===== src/rtl/bmp_pkg.sv =====
`default_nettype none
// ----------------------------------------------------------------------------
// bmp_pkg
// Shared types and constants for the BMP 24-bit to RGB565 blit block.
// ----------------------------------------------------------------------------
package bmp_pkg;

   localparam int REG_WIDTH   = 12;
   localparam int ADDR_WIDTH  = 22;
   localparam int PIX_WIDTH   = 16;
   localparam int CSR_AW      = 4;
   localparam int CSR_DW      = 32;
   localparam int QUEUE_DEPTH = 4;

   // register indexes
   localparam logic [1:0] REG_IMAGE_WIDTH   = 2'd0;
   localparam logic [1:0] REG_IMAGE_HEIGHT  = 2'd1;
   localparam logic [1:0] REG_SCREEN_WIDTH  = 2'd2;
   localparam logic [1:0] REG_SCREEN_HEIGHT = 2'd3;

   // byte positions within a pixel
   localparam logic [1:0] PHASE_BLUE  = 2'd0;
   localparam logic [1:0] PHASE_GREEN = 2'd1;
   localparam logic [1:0] PHASE_RED   = 2'd2;

   localparam logic [7:0] MASK_RED_BLUE = 8'hf8;
   localparam logic [7:0] MASK_GREEN    = 8'hfc;
   localparam logic [1:0] MASK_PAD      = 2'h3;

   // geometry seen by the byte parser
   typedef struct packed {
      logic                   ok;
      logic [ADDR_WIDTH-1:0]  base;
      logic [REG_WIDTH-1:0]   image_width;
      logic [REG_WIDTH-1:0]   image_height;
      logic [REG_WIDTH-1:0]   screen_width;
   } bmp_geom_type;

   // one assembled pixel on its way to the output stage
   typedef struct packed {
      logic [7:0]             red;
      logic [7:0]             green;
      logic [7:0]             blue;
      logic [ADDR_WIDTH-1:0]  base;
      logic [REG_WIDTH-1:0]   column;
      logic                   last;
   } bmp_pixel_type;

endpackage
`default_nettype wire


===== src/rtl/bmp_csr.sv =====
`default_nettype none
// ----------------------------------------------------------------------------
// bmp_csr
// Geometry registers on the APB-style port, plus a two-stage pipeline that
// checks the geometry and works out the address of the bottom image row.
// ----------------------------------------------------------------------------
module bmp_csr #(
   parameter int MAX_DIMENSION = 2048
) (
   input  wire logic                          clock,
   input  wire logic                          reset,
   input  wire logic                          csr_psel,
   input  wire logic                          csr_penable,
   input  wire logic                          csr_pwrite,
   input  wire logic [bmp_pkg::CSR_AW-1:0]    csr_paddr,
   input  wire logic [bmp_pkg::CSR_DW-1:0]    csr_pwdata,
   output      logic [bmp_pkg::CSR_DW-1:0]    csr_prdata,
   output      logic                          csr_pready,
   output      bmp_pkg::bmp_geom_type         geom,
   output      logic                          settling
);
   import bmp_pkg::*;

   logic [REG_WIDTH-1:0]  img_w_ff, img_w_in, img_h_ff, img_h_in;
   logic [REG_WIDTH-1:0]  scr_w_ff, scr_w_in, scr_h_ff, scr_h_in;
   logic                  wr_en;
   logic [1:0]            reg_idx;
   logic [REG_WIDTH-1:0]  rd_val;

   logic                  ok1_ff, ok1_in, ok2_ff, ok2_in;
   logic [REG_WIDTH-1:0]  rows1_ff, rows1_in, col1_ff, col1_in;
   logic [ADDR_WIDTH-1:0] base2_ff, base2_in;
   logic [2*REG_WIDTH-1:0] product;
   logic [1:0]            settle_ff, settle_in;

   function automatic logic dim_ok(input logic [REG_WIDTH-1:0] v);
      return (v != '0) && (32'(v) <= MAX_DIMENSION);
   endfunction

   assign csr_pready = 1'b1;
   assign wr_en      = csr_psel && csr_penable && csr_pwrite;
   assign reg_idx    = csr_paddr[3:2];

   always_comb begin
      img_w_in = img_w_ff;
      img_h_in = img_h_ff;
      scr_w_in = scr_w_ff;
      scr_h_in = scr_h_ff;
      if (wr_en) begin
         case (reg_idx)
            REG_IMAGE_WIDTH:   img_w_in = csr_pwdata[REG_WIDTH-1:0];
            REG_IMAGE_HEIGHT:  img_h_in = csr_pwdata[REG_WIDTH-1:0];
            REG_SCREEN_WIDTH:  scr_w_in = csr_pwdata[REG_WIDTH-1:0];
            REG_SCREEN_HEIGHT: scr_h_in = csr_pwdata[REG_WIDTH-1:0];
            default:           img_w_in = img_w_ff;
         endcase
      end
   end

   always_comb begin
      case (reg_idx)
         REG_IMAGE_WIDTH:   rd_val = img_w_ff;
         REG_IMAGE_HEIGHT:  rd_val = img_h_ff;
         REG_SCREEN_WIDTH:  rd_val = scr_w_ff;
         REG_SCREEN_HEIGHT: rd_val = scr_h_ff;
         default:           rd_val = '0;
      endcase
      csr_prdata = CSR_DW'(rd_val);
   end

   // stage 1: range checks, centring offsets
   always_comb begin
      ok1_in = dim_ok(img_w_ff) && dim_ok(img_h_ff) && dim_ok(scr_w_ff) &&
               dim_ok(scr_h_ff) && (img_w_ff <= scr_w_ff) && (img_h_ff <= scr_h_ff);
      rows1_in = img_h_ff - 1'b1 + ((scr_h_ff - img_h_ff) >> 1);
      col1_in  = (scr_w_ff - img_w_ff) >> 1;
   end

   // stage 2: row times stride plus column
   always_comb begin
      product  = rows1_ff * scr_w_ff;
      base2_in = product[ADDR_WIDTH-1:0] + ADDR_WIDTH'(col1_ff);
      ok2_in   = ok1_ff;
   end

   // hold off input until the pipeline reflects the last write
   always_comb begin
      if (wr_en) begin
         settle_in = 2'd2;
      end else if (settle_ff != 2'd0) begin
         settle_in = settle_ff - 2'd1;
      end else begin
         settle_in = settle_ff;
      end
   end

   always_ff @(posedge clock) begin
      if (reset) begin
         img_w_ff  <= REG_WIDTH'(1);
         img_h_ff  <= REG_WIDTH'(1);
         scr_w_ff  <= REG_WIDTH'(1024);
         scr_h_ff  <= REG_WIDTH'(768);
         settle_ff <= 2'd2;
      end else begin
         img_w_ff  <= img_w_in;
         img_h_ff  <= img_h_in;
         scr_w_ff  <= scr_w_in;
         scr_h_ff  <= scr_h_in;
         settle_ff <= settle_in;
      end
   end

   always_ff @(posedge clock) begin
      ok1_ff   <= ok1_in;
      rows1_ff <= rows1_in;
      col1_ff  <= col1_in;
      ok2_ff   <= ok2_in;
      base2_ff <= base2_in;
   end

   assign settling          = (settle_ff != 2'd0);
   assign geom.ok           = ok2_ff;
   assign geom.base         = base2_ff;
   assign geom.image_width  = img_w_ff;
   assign geom.image_height = img_h_ff;
   assign geom.screen_width = scr_w_ff;

endmodule
`default_nettype wire


===== src/rtl/bmp_front.sv =====
`default_nettype none
// ----------------------------------------------------------------------------
// bmp_front
// Byte parser: tracks byte phase, row padding and position, and hands each
// complete pixel with its row base and column to the queue.
// ----------------------------------------------------------------------------
module bmp_front (
   input  wire logic                   clock,
   input  wire logic                   reset,
   input  wire logic                   accept,
   input  wire logic [7:0]             data_byte,
   input  wire logic                   first_byte,
   input  wire bmp_pkg::bmp_geom_type  geom,
   output      logic                   pix_valid,
   output      bmp_pkg::bmp_pixel_type pix
);
   import bmp_pkg::*;

   logic [1:0]            phase_ff, phase_in, phase;
   logic [15:0]           held_ff, held_in, held;
   logic [REG_WIDTH-1:0]  col_ff, col_in, col;
   logic [REG_WIDTH-1:0]  row_ff, row_in, row;
   logic [1:0]            pad_ff, pad_in, pad;
   logic [ADDR_WIDTH-1:0] base_ff, base_in, base;
   logic                  big_ff, big_in, big;
   logic [REG_WIDTH:0]    col_next, row_next;
   logic                  emit;

   always_comb begin
      phase = phase_ff;
      held  = held_ff;
      col   = col_ff;
      row   = row_ff;
      pad   = pad_ff;
      base  = base_ff;
      big   = big_ff;
      if (first_byte) begin
         phase = PHASE_BLUE;
         held  = '0;
         col   = '0;
         row   = '0;
         pad   = '0;
         big   = !geom.ok;
         base  = geom.ok ? geom.base : '0;
      end

      col_next = {1'b0, col} + 1'b1;
      row_next = {1'b0, row} + 1'b1;
      emit     = 1'b0;
      pix.red    = data_byte;
      pix.green  = held[15:8];
      pix.blue   = held[7:0];
      pix.base   = base;
      pix.column = col;
      pix.last   = (row_next >= {1'b0, geom.image_height}) &&
                   (col_next >= {1'b0, geom.image_width});

      phase_in = phase;
      held_in  = held;
      col_in   = col;
      row_in   = row;
      pad_in   = pad;
      base_in  = base;
      big_in   = big;

      if (big || (row >= geom.image_height)) begin
         // image rejected or finished: drop the byte
         emit = 1'b0;
      end else if (pad != 2'd0) begin
         pad_in = pad - 2'd1;
      end else begin
         case (phase)
            PHASE_BLUE: begin
               held_in[7:0] = data_byte;
               phase_in     = PHASE_GREEN;
            end
            PHASE_GREEN: begin
               held_in[15:8] = data_byte;
               phase_in      = PHASE_RED;
            end
            default: begin
               emit     = 1'b1;
               phase_in = PHASE_BLUE;
               if (col_next >= {1'b0, geom.image_width}) begin
                  col_in  = '0;
                  row_in  = row_next[REG_WIDTH-1:0];
                  base_in = base - ADDR_WIDTH'(geom.screen_width);
                  pad_in  = geom.image_width[1:0] & MASK_PAD;
               end else begin
                  col_in  = col_next[REG_WIDTH-1:0];
               end
            end
         endcase
      end
   end

   assign pix_valid = accept && emit;

   always_ff @(posedge clock) begin
      if (reset) begin
         phase_ff <= PHASE_BLUE;
         held_ff  <= '0;
         col_ff   <= '0;
         row_ff   <= '0;
         pad_ff   <= '0;
         base_ff  <= '0;
         big_ff   <= 1'b0;
      end else if (accept) begin
         phase_ff <= phase_in;
         held_ff  <= held_in;
         col_ff   <= col_in;
         row_ff   <= row_in;
         pad_ff   <= pad_in;
         base_ff  <= base_in;
         big_ff   <= big_in;
      end
   end

endmodule
`default_nettype wire


===== src/rtl/bmp_queue.sv =====
`default_nettype none
// ----------------------------------------------------------------------------
// bmp_queue
// Short pixel queue between the byte parser and the output stage.
// ----------------------------------------------------------------------------
module bmp_queue (
   input  wire logic                   clock,
   input  wire logic                   reset,
   input  wire logic                   push,
   input  wire bmp_pkg::bmp_pixel_type push_data,
   input  wire logic                   pop,
   output      bmp_pkg::bmp_pixel_type head,
   output      logic                   not_empty,
   output      logic                   full
);
   import bmp_pkg::*;

   localparam int PW = $clog2(QUEUE_DEPTH);

   bmp_pixel_type mem_ff [QUEUE_DEPTH];
   logic [PW-1:0] wr_ptr_ff, wr_ptr_in, rd_ptr_ff, rd_ptr_in;
   logic [PW:0]   count_ff, count_in;
   logic          do_push, do_pop;

   assign full      = (count_ff == (PW+1)'(QUEUE_DEPTH));
   assign not_empty = (count_ff != '0);
   assign do_push   = push && !full;
   assign do_pop    = pop && not_empty;
   assign head      = mem_ff[rd_ptr_ff];

   always_comb begin
      wr_ptr_in = do_push ? wr_ptr_ff + 1'b1 : wr_ptr_ff;
      rd_ptr_in = do_pop  ? rd_ptr_ff + 1'b1 : rd_ptr_ff;
      count_in  = count_ff + (PW+1)'(do_push) - (PW+1)'(do_pop);
   end

   always_ff @(posedge clock) begin
      if (reset) begin
         wr_ptr_ff <= '0;
         rd_ptr_ff <= '0;
         count_ff  <= '0;
      end else begin
         wr_ptr_ff <= wr_ptr_in;
         rd_ptr_ff <= rd_ptr_in;
         count_ff  <= count_in;
      end
   end

   always_ff @(posedge clock) begin
      if (do_push) begin
         mem_ff[wr_ptr_ff] <= push_data;
      end
   end

endmodule
`default_nettype wire


===== src/rtl/bmp_back.sv =====
`default_nettype none
// ----------------------------------------------------------------------------
// bmp_back
// Output stage: packs the colour bytes to RGB565, adds the column to the row
// base and holds the result until it is popped.
// ----------------------------------------------------------------------------
module bmp_back (
   input  wire logic                         clock,
   input  wire logic                         reset,
   input  wire logic                         q_not_empty,
   input  wire bmp_pkg::bmp_pixel_type       q_head,
   output      logic                         q_pop,
   input  wire logic                         rsp_pop,
   output      logic                         rsp_empty,
   output      logic [bmp_pkg::ADDR_WIDTH-1:0] rsp_fb_address,
   output      logic [bmp_pkg::PIX_WIDTH-1:0]  rsp_pixel565,
   output      logic                         rsp_last_pixel
);
   import bmp_pkg::*;

   logic                  valid_ff, valid_in;
   logic [ADDR_WIDTH-1:0] addr_ff, addr_in;
   logic [PIX_WIDTH-1:0]  pix_ff, pix_in;
   logic                  last_ff, last_in;
   logic [7:0]            r, g, b;

   assign q_pop = q_not_empty && (!valid_ff || rsp_pop);

   always_comb begin
      r       = q_head.red   & MASK_RED_BLUE;
      g       = q_head.green & MASK_GREEN;
      b       = q_head.blue  & MASK_RED_BLUE;
      pix_in  = {r[7:3], g[7:2], b[7:3]};
      addr_in = q_head.base + ADDR_WIDTH'(q_head.column);
      last_in = q_head.last;
      if (q_pop) begin
         valid_in = 1'b1;
      end else if (rsp_pop) begin
         valid_in = 1'b0;
      end else begin
         valid_in = valid_ff;
      end
   end

   always_ff @(posedge clock) begin
      if (reset) begin
         valid_ff <= 1'b0;
      end else begin
         valid_ff <= valid_in;
      end
   end

   always_ff @(posedge clock) begin
      if (q_pop) begin
         addr_ff <= addr_in;
         pix_ff  <= pix_in;
         last_ff <= last_in;
      end
   end

   assign rsp_empty      = !valid_ff;
   assign rsp_fb_address = addr_ff;
   assign rsp_pixel565   = pix_ff;
   assign rsp_last_pixel = last_ff;

endmodule
`default_nettype wire


===== src/rtl/bmp24_to_rgb565_blit.sv =====
`default_nettype none
// ----------------------------------------------------------------------------
// bmp24_to_rgb565_blit
// Bottom-up 24-bit BMP pixel bytes to centred RGB565 framebuffer writes.
// ----------------------------------------------------------------------------
// Takes one pixel-data byte per clock while req_full is low and yields one
// result per three pixel bytes (padding skipped), so the sustained rate is
// one byte per cycle. A byte goes through the parser, a four-entry queue and
// an output register: a pixel enters the queue with its red byte and the
// output register when free. The row base comes from a two-stage multiply
// pipeline on the geometry registers; after reset and after every register
// write, req_full stays high while that pipeline settles. req_full also rises
// when the queue is full. Images larger than the screen, or with a dimension of
// zero or above MAX_DIMENSION, produce no results until the next first_byte.
// ----------------------------------------------------------------------------
module bmp24_to_rgb565_blit #(
   parameter int MAX_DIMENSION = 2048
) (
   input  wire logic                              clock,
   input  wire logic                              reset,
   input  wire logic                              req_push,
   output      logic                              req_full,
   input  wire logic [7:0]                        req_data_byte,
   input  wire logic                              req_first_byte,
   output      logic                              rsp_empty,
   input  wire logic                              rsp_pop,
   output      logic [bmp_pkg::ADDR_WIDTH-1:0]    rsp_fb_address,
   output      logic [bmp_pkg::PIX_WIDTH-1:0]     rsp_pixel565,
   output      logic                              rsp_last_pixel,
   input  wire logic                              csr_psel,
   input  wire logic                              csr_penable,
   input  wire logic                              csr_pwrite,
   input  wire logic [bmp_pkg::CSR_AW-1:0]        csr_paddr,
   input  wire logic [bmp_pkg::CSR_DW-1:0]        csr_pwdata,
   output      logic [bmp_pkg::CSR_DW-1:0]        csr_prdata,
   output      logic                              csr_pready
);
   import bmp_pkg::*;

   bmp_geom_type  geom;
   bmp_pixel_type front_pix, q_head;
   logic          settling, accept, front_valid;
   logic          q_full, q_not_empty, q_pop;

   assign req_full = settling || q_full;
   assign accept   = req_push && !req_full;

   bmp_csr #(.MAX_DIMENSION(MAX_DIMENSION)) u_csr (
      .clock       (clock),
      .reset       (reset),
      .csr_psel    (csr_psel),
      .csr_penable (csr_penable),
      .csr_pwrite  (csr_pwrite),
      .csr_paddr   (csr_paddr),
      .csr_pwdata  (csr_pwdata),
      .csr_prdata  (csr_prdata),
      .csr_pready  (csr_pready),
      .geom        (geom),
      .settling    (settling)
   );

   bmp_front u_front (
      .clock      (clock),
      .reset      (reset),
      .accept     (accept),
      .data_byte  (req_data_byte),
      .first_byte (req_first_byte),
      .geom       (geom),
      .pix_valid  (front_valid),
      .pix        (front_pix)
   );

   bmp_queue u_queue (
      .clock     (clock),
      .reset     (reset),
      .push      (front_valid),
      .push_data (front_pix),
      .pop       (q_pop),
      .head      (q_head),
      .not_empty (q_not_empty),
      .full      (q_full)
   );

   bmp_back u_back (
      .clock          (clock),
      .reset          (reset),
      .q_not_empty    (q_not_empty),
      .q_head         (q_head),
      .q_pop          (q_pop),
      .rsp_pop        (rsp_pop),
      .rsp_empty      (rsp_empty),
      .rsp_fb_address (rsp_fb_address),
      .rsp_pixel565   (rsp_pixel565),
      .rsp_last_pixel (rsp_last_pixel)
   );

endmodule
`default_nettype wire


===== config.mk =====
export PLATFORM = sky130hd
export DESIGN_NAME = bmp24_to_rgb565_blit
export DESIGN_NICKNAME = d
export VERILOG_FILES = /design/src/rtl/bmp_pkg.sv /design/src/rtl/bmp_csr.sv /design/src/rtl/bmp_front.sv /design/src/rtl/bmp_queue.sv /design/src/rtl/bmp_back.sv /design/src/rtl/bmp24_to_rgb565_blit.sv
export SDC_FILE = /design/constraint.sdc
export NUM_CORES = 1
export LEC_CHECK = 0
export BUFFER_PORTS_ARGS = -buffer_cell sky130_fd_sc_hd__buf_4
export CAP_MARGIN = 10
export CORE_ASPECT_RATIO = 1.75
export CORE_MARGIN = 1.5
export CORE_UTILIZATION = 50
export DETAILED_ROUTE_END_ITERATION = 8
export PLACE_DENSITY = 0.65
export SYNTH_ARGS = -nofsm -noshare
export SYNTH_HDL_FRONTEND = slang
export SYNTH_SLANG_ARGS = --single-unit

===== constraint.sdc =====
create_clock -name clock -period 6.9 [get_ports clock]
set_clock_uncertainty 0.05 [all_clocks]
set_input_delay 0.345 -clock clock [delete_from_list [all_inputs] [get_ports clock]]
set_output_delay 0.345 -clock clock [all_outputs]
set_load 0.005 [all_outputs]

==> results.json, run 1 <==
{
  "r2r-start": "u_csr.scr_w_ff[3]",
  "layout.nets": 2620,
  "n_fill_cell": 4118,
  "row_count": 107,
  "multi_input_area_um2": 12500,
  "switchingPower_w": 0.00261,
  "cts_buffers": 39,
  "wl_per_cell_um": 20.3,
  "clkPwrFrac_pct": 29.5,
  "cts_sinks": 412,
  "drive_gt1_share_pct": 11.1,
  "area_delta_synth_final_pct": 11.4,
  "intPower_w": 0.00552,
  "worst_pin_slew_ns": 1.29,
  "netlist_instances": 2207,
  "groute.usage.overall_pct": 24.4,
  "timing.slew.headroom_pct": 14.2,
  "vias": 16800,
  "leakage_nw": 11.2,
  "clkTransAtPathRegs_ns": 0.07,
  "outcome": "complete, no violations",
  "maxCapViolCount": 0,
  "syn-cell-area_um2": 24500,
  "cts_setup_buffers": 0,
  "ir_drop_mv": 0.307,
  "ys_seq_area_share_pct": 43.6,
  "synth_seq_cells": 412,
  "rsz0062_at_grt": "false",
  "routed_wl_um": 60100,
  "synthFlopType": "edfxtp_1",
  "p_comb_share_pct": 30.6,
  "final.setup.worst_slack_ns": 0.749,
  "num_antenna_cells": 0,
  "fp.dieH_um": 296,
  "critical_path_class": "reg -> reg",
  "gp_congestion": 0.913,
  "antenna_found_initial": 0,
  "r2r_end": "u_csr.base2_ff[21]",
  "regToRegSetupSlack_ns": 0.75,
  "hold_viol": 0,
  "grt_pass1_vias": 17400,
  "min_path_cells": 3,
  "power_frac_seq_pct": 39.9,
  "port_buffers": 80,
  "hpwl_um": 44900,
  "grt_max_degree": 70,
  "drv_slew": 0,
  "cp-start-kind": "flop",
  "switching_share_pct": 32.1,
  "synth-edff-count": 243,
  "min_period_over_period_pct": 89.2,
  "min_to": "u_csr.scr_h_ff[4]",
  "fp.coreArea_um2": 48600,
  "end_kind": "flop",
  "power.density_nw_per_um2": 298,
  "synth_area_per_cell_um2": 11.1,
  "die_area_um2": 50400,
  "hold_class": "in -> reg",
  "detail-route-antenna-nets": 0,
  "first_pass_iters": 6,
  "setup_tns_ns": 0,
  "async_flop_share_pct": 0,
  "die_w_um": 170,
  "initial_core_util_pct": 50.4,
  "finalSetupViolCount": 0,
  "insertion_delay_ns": 0.57,
  "yosysWarnings": 0,
  "clockBufferDepth": 3,
  "worstHoldStart": "csr_pwdata[4]",
  "cts_tree": "built",
  "cts-resized-gates": 0,
  "io_pins": 126,
  "seq_area_um2": 10700,
  "grt-ovfl-total": 0,
  "vias_per_cell": 5.68,
  "route.detailed.drc": 0,
  "arrival_ns": 6.53,
  "cp_data_required_time_ns": 7.28,
  "fmax_mhz": 163,
  "grt_first_pass_wirelength_um": 93600,
  "synth_cell_types": 81,
  "min_period_ns": 6.15,
  "root_buffer": "clkbuf_16",
  "htreeDepth": 2,
  "drtIter0Drc": 1150,
  "worstPathMaxFanout": 17,
  "reg2reg_depth": 18,
  "place_ws_ns": 0.754
}
[routing by layer]
metal	vias up	wire, um	track usage, %
met5	-	0	0
met4	0	3770	14.5
met3	179	2170	2.67
met2	455	32500	46.8
met1	8402	21700	25.3
li1	7772	-	-
[power by group through the flow]
stage	Combinational, W	Clock [W]	Sequential [W]
after global placement	0.00244	0	0.00330
after global routing	0.00276	0.00253	0.00328
after detailed placement	0.00250	0	0.00330
final	0.00248	0.00240	0.00325
after floorplan	0.00182	0	0.00314
after CTS	0.00252	0.00245	0.00325
[how the worst max path moves through the flow]
stage / startpoint / to / slack (ns)
2_1_floorplan: u_csr.scr_w_ff[3] / u_csr.base2_ff[21] / 1.36
3_3_place_gp: u_csr.scr_w_ff[3] / u_csr.base2_ff[21] / 0.86
3_5_place_dp: u_csr.scr_w_ff[3] / u_csr.base2_ff[21] / 0.75
4_1_cts: u_csr.scr_w_ff[3] / u_csr.base2_ff[21] / 0.74
5_1_grt: u_csr.scr_w_ff[3] / u_csr.base2_ff[21] / 0.49
6_report: u_csr.scr_w_ff[3] / u_csr.base2_ff[21] / 0.75
[worst max-delay path, stage by stage, from the launching register on]
cell and delay, ns:
dfxtp_1 0.89, nand2_1 0.20, fa_1 0.63, fa_1 0.45
fa_1 0.55, inv_1 0.05, fa_1 0.47, inv_1 0.05
fa_1 0.47, inv_1 0.04, ha_1 0.37, o211a_1 0.27
a221oi_1 0.22, a21bo_2 0.26, a211oi_1 0.30, a21oi_1 0.19
a211o_1 0.29, a21oi_1 0.17, xnor2_1 0.08
[cell usage in the layout, fill, tap and decap left out, types with 62 or more instances in the layout]
cell        n
ha_1      175
and2_1     91
inv_1     250
dfxtp_1   167
nand2_1   186
a21oi_1   106
nor2_1    105
mux4_2     62
fa_1      115
buf_4     107
edfxtp_1  243
xnor2_1    68
[synthesized netlist by cell type, types with 7 or more instances]
library cell,number,area (um^2)
a21o_1,20,150
a21oi_1,107,536
a22o_1,33,289
a31oi_1,9,56.3
and2_1,95,594
and3_1,25,156
buf_1,14,52.6
buf_4,21,158
clkbuf_1,70,263
dfxtp_1,169,3380
edfxtp_1,243,7300
fa_1,115,2300
ha_1,175,2190
inv_1,250,938
mux2i_1,31,310
mux4_2,62,1400
nand2_1,186,698
nand2b_1,10,62.6
nand3_1,47,235
nand3b_1,10,75.1
nand4_1,9,56.3
nor2_1,105,394
nor2b_1,50,313
nor3_1,34,170
nor4_1,14,87.6
o21a_1,13,97.6
o21ai_0,41,205
o21ai_1,27,135
o31ai_1,7,52.6
or3_1,8,50.1
xnor2_1,68,596
xor2_1,38,333
[what timing repair did]
action	CTS	global route
hold endpoints to repair	45	0
setup endpoints to repair	0	0
hold buffers	13	0
[area by class of cell]
type                            instances  share of cell area, %
Clock inverter                         25                   1.48
Sequential cell                       412                   39.1
Clock buffer                           44                   3.79
Inverter                              252                   3.47
Timing Repair Buffer                  120                   3.42
Multi-Input combinational cell       1453                   45.7
Tap cell                              654                   3.00
[through the flow]
stage | hold slack (ns) | power (W) | cells | cell area [um^2] | util [%]
after floorplan | 0.260 | 0.00496 | 2226 | 24600 | -
after global placement | 0.263 | 0.00574 | 2878 | 25700 | 52.9
after detailed placement | 0.265 | 0.00580 | 2878 | 25700 | 52.9
after CTS | 0.00261 | 0.00822 | 2960 | 27300 | 56.2
after global routing | 0.0173 | 0.00857 | 2960 | 27300 | 56.2
final | 0.0263 | 0.00812 | 2960 | 27300 | 56.2
[flip-flops by register name, summed over array words and instances, names as in the netlist, 2 cells and up, named ones only]
name / flops
u_queue.mem_ff: 204
u_csr.col1_ff: 11
u_front.pad_ff: 2
u_back.rsp_fb_address: 22
u_front.phase_ff: 2
u_front.row_ff: 12
u_back.rsp_pixel565: 16
u_csr.scr_h_ff: 12
u_csr.settle_ff: 2
u_queue.rd_ptr_ff: 2
u_queue.wr_ptr_ff: 2
u_csr.img_h_ff: 12
u_csr.img_w_ff: 12
u_csr.rows1_ff: 12
u_front.held_ff: 11
u_csr.scr_w_ff: 12
u_csr.base2_ff: 22
u_front.col_ff: 12
u_front.base_ff: 22
u_queue.count_ff: 3
[kinds of logic after synthesis]
group                    after synthesis  synth area share, %
AND/OR/NAND/NOR                      614                 12.6
flip-flops                           412                 43.6
buffers and inverters                361                 5.87
AO/OA/AOI/OAI                        328                 8.76
adder cells (fa/ha/maj)              290                 18.3
XOR/XNOR                             106                 3.79
multiplexers                          94                 7.01
other                                  2               0.0306
(Power assumes the default switching activity.)
==> run 2: changes to the inputs <==
Settings changed: ABC_AREA set to 1, CELL_PAD_IN_SITES_DETAIL_PLACEMENT set to 2, CELL_PAD_IN_SITES_GLOBAL_PLACEMENT set to 2, CORE_UTILIZATION 50 to 39, PLACE_DENSITY 0.65 to 0.79.
==> run 2 against run 1 <==
Against the previous run: sequential power up 5%; area after synthesis up 4.7%; core utilization fell by 12 points; critical path depth down 2; register-to-register slack improved by 0.60 ns; critical endpoint unchanged; largest power group is now combinational cells.
==> results.json, run 2 <==
{
  "final_common_cell": "inv_1",
  "initial_core_util_pct": 39.4,
  "vias": 20800,
  "switching_share_pct": 40.6,
  "synth-edff-count": 243,
  "power_w": 0.00982,
  "clkPwrFrac_pct": 24.5,
  "async_flop_share_pct": 0,
  "final_cell_mix": "545 x inv_1, 455 x nand2_1, 246 x o21ai_0",
  "finalSetupViolCount": 0,
  "synth_cell_types": 59,
  "r2r_end": "u_csr.base2_ff[21]",
  "insertion_delay_ns": 0.61,
  "cp_slowest_stage_delay_ns": 0.91,
  "synthFlopType": "edfxtp_1",
  "worstPathMaxFanout": 16,
  "p_comb_share_pct": 40.7,
  "fin_cells": 3827,
  "min_period_over_period_pct": 80.4,
  "cpMaxStageDelayCell": "dfxtp_1",
  "power.density_nw_per_um2": 345,
  "largest_reg_flops": 204,
  "netlist_instances": 2927,
  "routed_wl_um": 87000,
  "ys_seq_area_share_pct": 41.6,
  "cts_sinks": 412,
  "rsz0062_at_grt": "false",
  "synthTopCellsByCount": "547 x inv_1, 455 x nand2_1, 246 x o21ai_0",
  "fin_util_pct": 43.7,
  "synth_seq_cells": 412,
  "drtIter0Drc": 763,
  "area_delta_synth_final_pct": 11.0,
  "drv_slew": 0,
  "min_to": "u_csr.scr_w_ff[11]",
  "htreeDepth": 2,
  "synth_area_per_cell_um2": 8.77,
  "cp_data_required_time_ns": 7.32,
  "switchingPower_w": 0.00399,
  "detail-route-antenna-nets": 0,
  "num_antenna_cells": 0,
  "power_frac_seq_pct": 34.8,
  "yosysTopAreaCellShare_pct": 28.4,
  "vias_per_cell": 5.44,
  "yosysWarnings": 0,
  "crit_chain": "nand2_1, fa_1, fa_1, fa_1, inv_1, fa_1, inv_1, fa_1, inv_1, ha_1, a21o_1, a21oi_1, nand2_1, a221oi_1, o21ai_0, xor2_1",
  "reg2reg_depth": 16,
  "drive_gt1_share_pct": 7.61,
  "hpwl_um": 64900,
  "grt_max_degree": 79,
  "n_fill_cell": 7152,
  "cp.depth": 16,
  "synth.most_common_cell": "inv_1",
  "cp-start-kind": "flop",
  "r2r-start": "u_csr.scr_w_ff[5]",
  "grt_first_pass_wirelength_um": 135000,
  "maxCapViolCount": 0,
  "critPathBufInv": 3,
  "first_pass_iters": 4,
  "arrival_ns": 5.96,
  "ir_drop_mv": 0.179,
  "root_buffer": "clkbuf_16",
  "io_pins": 126,
  "crit_top_cell": "fa_1",
  "groute.usage.overall_pct": 26.2,
  "hold_viol": 0,
  "regToRegSetupSlack_ns": 1.35,
  "worst_pin_slew_ns": 1.13,
  "setup_tns_ns": 0,
  "min_period_ns": 5.55,
  "place_ws_ns": 1.52,
  "cts_tree": "built",
  "path_delay_family": "adder cells",
  "timing.slew.headroom_pct": 24.4,
  "clkTransAtPathRegs_ns": 0.07,
  "intPower_w": 0.00583,
  "synth_top_area_cell": "edfxtp_1",
  "leakage_nw": 13.0,
  "die_w_um": 197,
  "row_count": 124,
  "cts_buffers": 43,
  "outcome": "complete, no violations",
  "clockBufferDepth": 3,
  "cts_setup_buffers": 0,
  "gp_congestion": 0.877,
  "synth.area.top_cells": "edfxtp_1 28%, dfxtp_1 13%, fa_1 9.0%, ha_1 8.5%, inv_1 8.0%",
  "final.setup.worst_slack_ns": 1.35,
  "grt-ovfl-total": 0,
  "wl_per_cell_um": 22.7,
  "dp_cells": 3737,
  "worstHoldStart": "csr_pwdata[11]",
  "fp.dieH_um": 342,
  "hold_class": "in -> reg",
  "fmax_mhz": 180,
  "route.detailed.drc": 0,
  "die_area_um2": 67400,
  "antenna_found_initial": 0,
  "syn-cell-area_um2": 25700,
  "port_buffers": 80,
  "end_kind": "flop",
  "regMostFlops": "u_queue.mem_ff",
  "grt_pass1_vias": 24100,
  "fp.coreArea_um2": 65200,
  "layout.nets": 3316,
  "cts-resized-gates": 0,
  "critical_path_class": "reg -> reg",
  "min_path_cells": 3
}
-- run 2: cell types whose count changed after synthesis, moves of 91 or more --
cell	delta
nor2_1	+96
and2_1	-91
o21ai_0	+205
a21oi_1	+112
nand2_1	+269
inv_1	+297
-- run 2: per-layer routing --
layer  track usage, %  routed length, um  up-vias
met5                0                  0        -
met4             13.0               4470        0
met3             2.48               2150      199
met2             54.3              50300      362
met1             24.9              30000    10700
li1                 -                  -     9571
-- run 2: how the worst max path moves through the flow --
stage	startpoint	end	slack, ns
final	u_csr.scr_w_ff[5]	u_csr.base2_ff[21]	1.35
after global routing	u_csr.scr_w_ff[5]	u_csr.base2_ff[17]	1.10
after CTS	u_csr.scr_w_ff[5]	u_csr.base2_ff[17]	1.34
after detailed placement	u_csr.scr_w_ff[0]	u_csr.base2_ff[21]	1.52
after global placement	u_csr.scr_w_ff[5]	u_csr.base2_ff[17]	1.64
after floorplan	req_first_byte	u_queue.mem_ff[0][0]	1.87
-- run 2: final cells by class --
class | instances | area [um^2] | area share (%)
clock buffers | 58 | 1190 | 4.19
clock inverters | 21 | 231 | 0.813
inverters | 552 | 2080 | 7.30
multi-input cells | 1850 | 12400 | 43.5
flip-flops and latches | 412 | 10700 | 37.5
well taps | 819 | 1020 | 3.60
repair buffers | 115 | 891 | 3.13
-- run 2: worst min-delay path, cell delays in order --
cell,delay [ns]
buf_4,0.13
o21ai_0,0.09
a21oi_1,0.10
-- run 2: power by group through the flow --
stage	Sequential, W	Combinational, W	Clock (W)
2_1_floorplan	0.00328	0.00274	0
3_3_place_gp	0.00344	0.00371	0
3_5_place_dp	0.00347	0.00399	0
4_1_cts	0.00342	0.00407	0.00246
5_1_grt	0.00345	0.00449	0.00253
6_report	0.00341	0.00400	0.00241
-- run 2: cells by family (layout without fill, tap and decap cells) --
kind of cell,after synthesis,count (layout),synth area share (%)
XOR/XNOR,100,100,3.41
flip-flops,412,412,41.6
buffers and inverters,684,746,10.6
AO/OA/AOI/OAI,619,619,13.3
AND/OR/NAND/NOR,820,820,13.6
adder cells (fa/ha/maj),290,290,17.5
other,2,21,0.0293
-- run 2: metrics by stage --
| stage | hold slack [ns] | cell area [um^2] |
|---|---|---|
| after floorplan | 0.260 | 25700 |
| after global placement | 0.268 | 26900 |
| after global routing | 0.0533 | 28500 |
| after CTS | 0.0154 | 28500 |
| final | 0.0546 | 28500 |
| after detailed placement | 0.266 | 26900 |
-- run 2: what timing repair did --
action | in CTS | in global routing
setup endpoints to repair | 0 | 0
hold buffers | 11 | 0
endpoints found under the hold margin | 29 | 0
==> run 3: changes to the inputs <==
Settings changed: CORE_UTILIZATION 39 to 35, PLACE_DENSITY 0.79 to 0.74.
Clock period 6.9 ns to 4.5 ns, I/O delays scaled along.
==> run 3 against run 2 <==
Against the previous run: the run now ends with setup timing left; worst hold slack improved by 0.024 ns; cell count rose by 6.2%; non-clock buffer count rose by 128; critical path depth rose by 4; final area rose by 5.8%; critical endpoint is now u_csr.base2_ff[20]; largest cell class unchanged; largest power group unchanged.
==> results.json, run 3 (synthesis results as in run 2) <==
{
  "ir_drop_mv": 0.264,
  "hold_viol": 0,
  "clkTransAtPathRegs_ns": 0.07,
  "final_cell_mix": "536 x inv_1, 440 x nand2_1, 243 x edfxtp_1",
  "htreeDepth": 2,
  "cts_buffers": 42,
  "grt_pass1_vias": 24700,
  "drv_slew": 0,
  "gp_congestion": 0.879,
  "routed_wl_um": 90500,
  "reg2reg_depth": 20,
  "worstPathMaxFanout": 6,
  "r2r_end": "u_csr.base2_ff[20]",
  "seq_area_um2": 10700,
  "row_count": 131,
  "place_ws_ns": -0.407,
  "fp.dieH_um": 361,
  "hold_class": "in -> reg",
  "largest_reg_flops": 204,
  "cp.depth": 20,
  "power.density_nw_per_um2": 539,
  "finalHoldWorstSlack_ns": 0.0784,
  "path_delay_family": "adder cells",
  "fp.coreArea_um2": 72800,
  "num_antenna_cells": 0,
  "drive_gt1_share_pct": 13.8,
  "worstHoldStart": "reset",
  "grt-ovfl-total": 0,
  "final_common_cell": "inv_1",
  "fmax_mhz": 207,
  "power_frac_seq_pct": 31.2,
  "end_kind": "flop",
  "arrival_ns": 5.26,
  "detail-route-antenna-nets": 0,
  "finalSetupViolCount": 11,
  "min_period_over_period_pct": 107,
  "min_to": "u_queue.count_ff[1]",
  "dp_cells": 3964,
  "hpwl_um": 68100,
  "port_buffers": 80,
  "p_comb_share_pct": 45.6,
  "min_path_cells": 2,
  "cpMaxStageDelayCell": "fa_1",
  "r2r-start": "u_csr.rows1_ff[5]",
  "die_w_um": 208,
  "io_pins": 126,
  "insertion_delay_ns": 0.60,
  "min_period_ns": 4.83,
  "multi_input_area_um2": 12700,
  "vias": 21100,
  "regMostFlops": "u_queue.mem_ff",
  "leakage_nw": 13.7,
  "rsz0062_at_grt": "true",
  "layout.nets": 3443,
  "switching_share_pct": 39.9,
  "die_area_um2": 75000,
  "violations": "setup timing",
  "root_buffer": "clkbuf_16",
  "cp_slowest_stage_delay_ns": 0.57,
  "antenna_found_initial": 0,
  "maxCapViolCount": 0,
  "cp_data_required_time_ns": 4.93,
  "power_w": 0.0162,
  "clockBufferDepth": 3,
  "initial_core_util_pct": 35.3,
  "n_fill_cell": 8083,
  "critical_path_class": "reg -> reg",
  "crit_chain": "nand2_1, inv_1, fa_1, inv_1, fa_1, inv_1, fa_2, fa_1, inv_1, fa_1, inv_1, ha_4, nand2_1, nor4_4, nand2_2, nand2_2, a21oi_2, nor2_1, nor2_1, xor2_1",
  "crit_top_cell": "inv_1",
  "worst_pin_slew_ns": 1.02,
  "route.detailed.drc": 0,
  "setup_tns_ns": -1.61,
  "critPathBufInv": 5,
  "intPower_w": 0.00975,
  "switchingPower_w": 0.00648,
  "grt_first_pass_wirelength_um": 140000,
  "area_delta_synth_final_pct": 17.4,
  "timing.slew.headroom_pct": 32.2,
  "cp-start-kind": "flop",
  "final.setup.worst_slack_ns": -0.326,
  "drtIter0Drc": 592,
  "grt_max_degree": 79,
  "first_pass_iters": 5,
  "clkPwrFrac_pct": 23.2,
  "groute.usage.overall_pct": 24.3,
  "outcome": "finished with violations",
  "cts_sinks": 412,
  "vias_per_cell": 5.20,
  "wl_per_cell_um": 22.3,
  "fin_cells": 4065,
  "cts_tree": "built",
  "regToRegSetupSlack_ns": -0.33
}
## run 3: cell count changes in the layout (fill, tap and decap cells not counted), moves of 11 or more
cell | previous run | this run
a21oi_1 | 219 | 208
buf_4 | 104 | 208
dfxtp_1 | 168 | 148
ha_1 | 175 | 163
ha_4 | 0 | 12
nand2_1 | 455 | 440
nand2_2 | 9 | 21
## run 3: worst max path at each step
| stage | start | endpoint | slack, ns |
|---|---|---|---|
| 6_report | u_csr.rows1_ff[5] | u_csr.base2_ff[20] | -0.33 |
| 5_1_grt | u_csr.rows1_ff[5] | u_csr.base2_ff[20] | -0.51 |
| 4_1_cts | u_csr.rows1_ff[6] | u_csr.base2_ff[16] | -0.28 |
| 3_5_place_dp | u_csr.rows1_ff[6] | u_csr.base2_ff[21] | -0.41 |
| 3_3_place_gp | u_csr.rows1_ff[6] | u_csr.base2_ff[20] | -0.26 |
| 2_1_floorplan | req_first_byte | u_queue.mem_ff[0][0] | -0.41 |
## run 3: power groups by stage
| stage | registers, W | clock network (W) | logic [W] |
|---|---|---|---|
| after floorplan | 0.00504 | 0 | 0.00426 |
| after global placement | 0.00509 | 0 | 0.00657 |
| after detailed placement | 0.00513 | 0 | 0.00695 |
| after CTS | 0.00507 | 0.00387 | 0.00728 |
| after global routing | 0.00513 | 0.00399 | 0.00820 |
| final | 0.00506 | 0.00377 | 0.00740 |
## run 3: cell type report
class	instances	area share (%)
Multi-Input combinational cell	1850	42.2
Clock buffer	53	3.72
Clock inverter	24	1.09
Inverter	552	6.90
Sequential cell	412	35.6
Tap cell	931	3.87
Timing Repair Buffer	243	6.61
## run 3: what timing repair did
item | CTS | global route
endpoints found under the setup margin | 12 | 13
endpoints found under the hold margin | 71 | 0
setup buffers | 3 | 3
gates resized for setup | 63 | 38
pin swaps | 21 | 19
hold buffers | 19 | 0
## run 3: worst reg2reg max path: cells and delay by family, from the launching register on
kind | cells | cell delay (ns)
adder cells (fa/ha/maj) | 6 | 2.89
AND/OR/NAND/NOR | 7 | 0.88
flip-flops | 1 | 0.37
buffers and inverters | 5 | 0.31
XOR/XNOR | 1 | 0.15
AO/OA/AOI/OAI | 1 | 0.07
## run 3: routing by layer
metal	global-route usage [%]	part of all wire, %	vias up
li1	-	-	9830
met1	23.6	35	10800
met2	50.8	58	307
met3	2.02	1.8	167
met4	10.4	4.4	0
met5	0	0	-
## run 3: through the flow
step	util (%)	area (um^2)
after floorplan	-	25900
after global placement	38.6	28100
after detailed placement	38.6	28100
after CTS	41.2	30000
after global routing	41.4	30100
final	41.4	30100
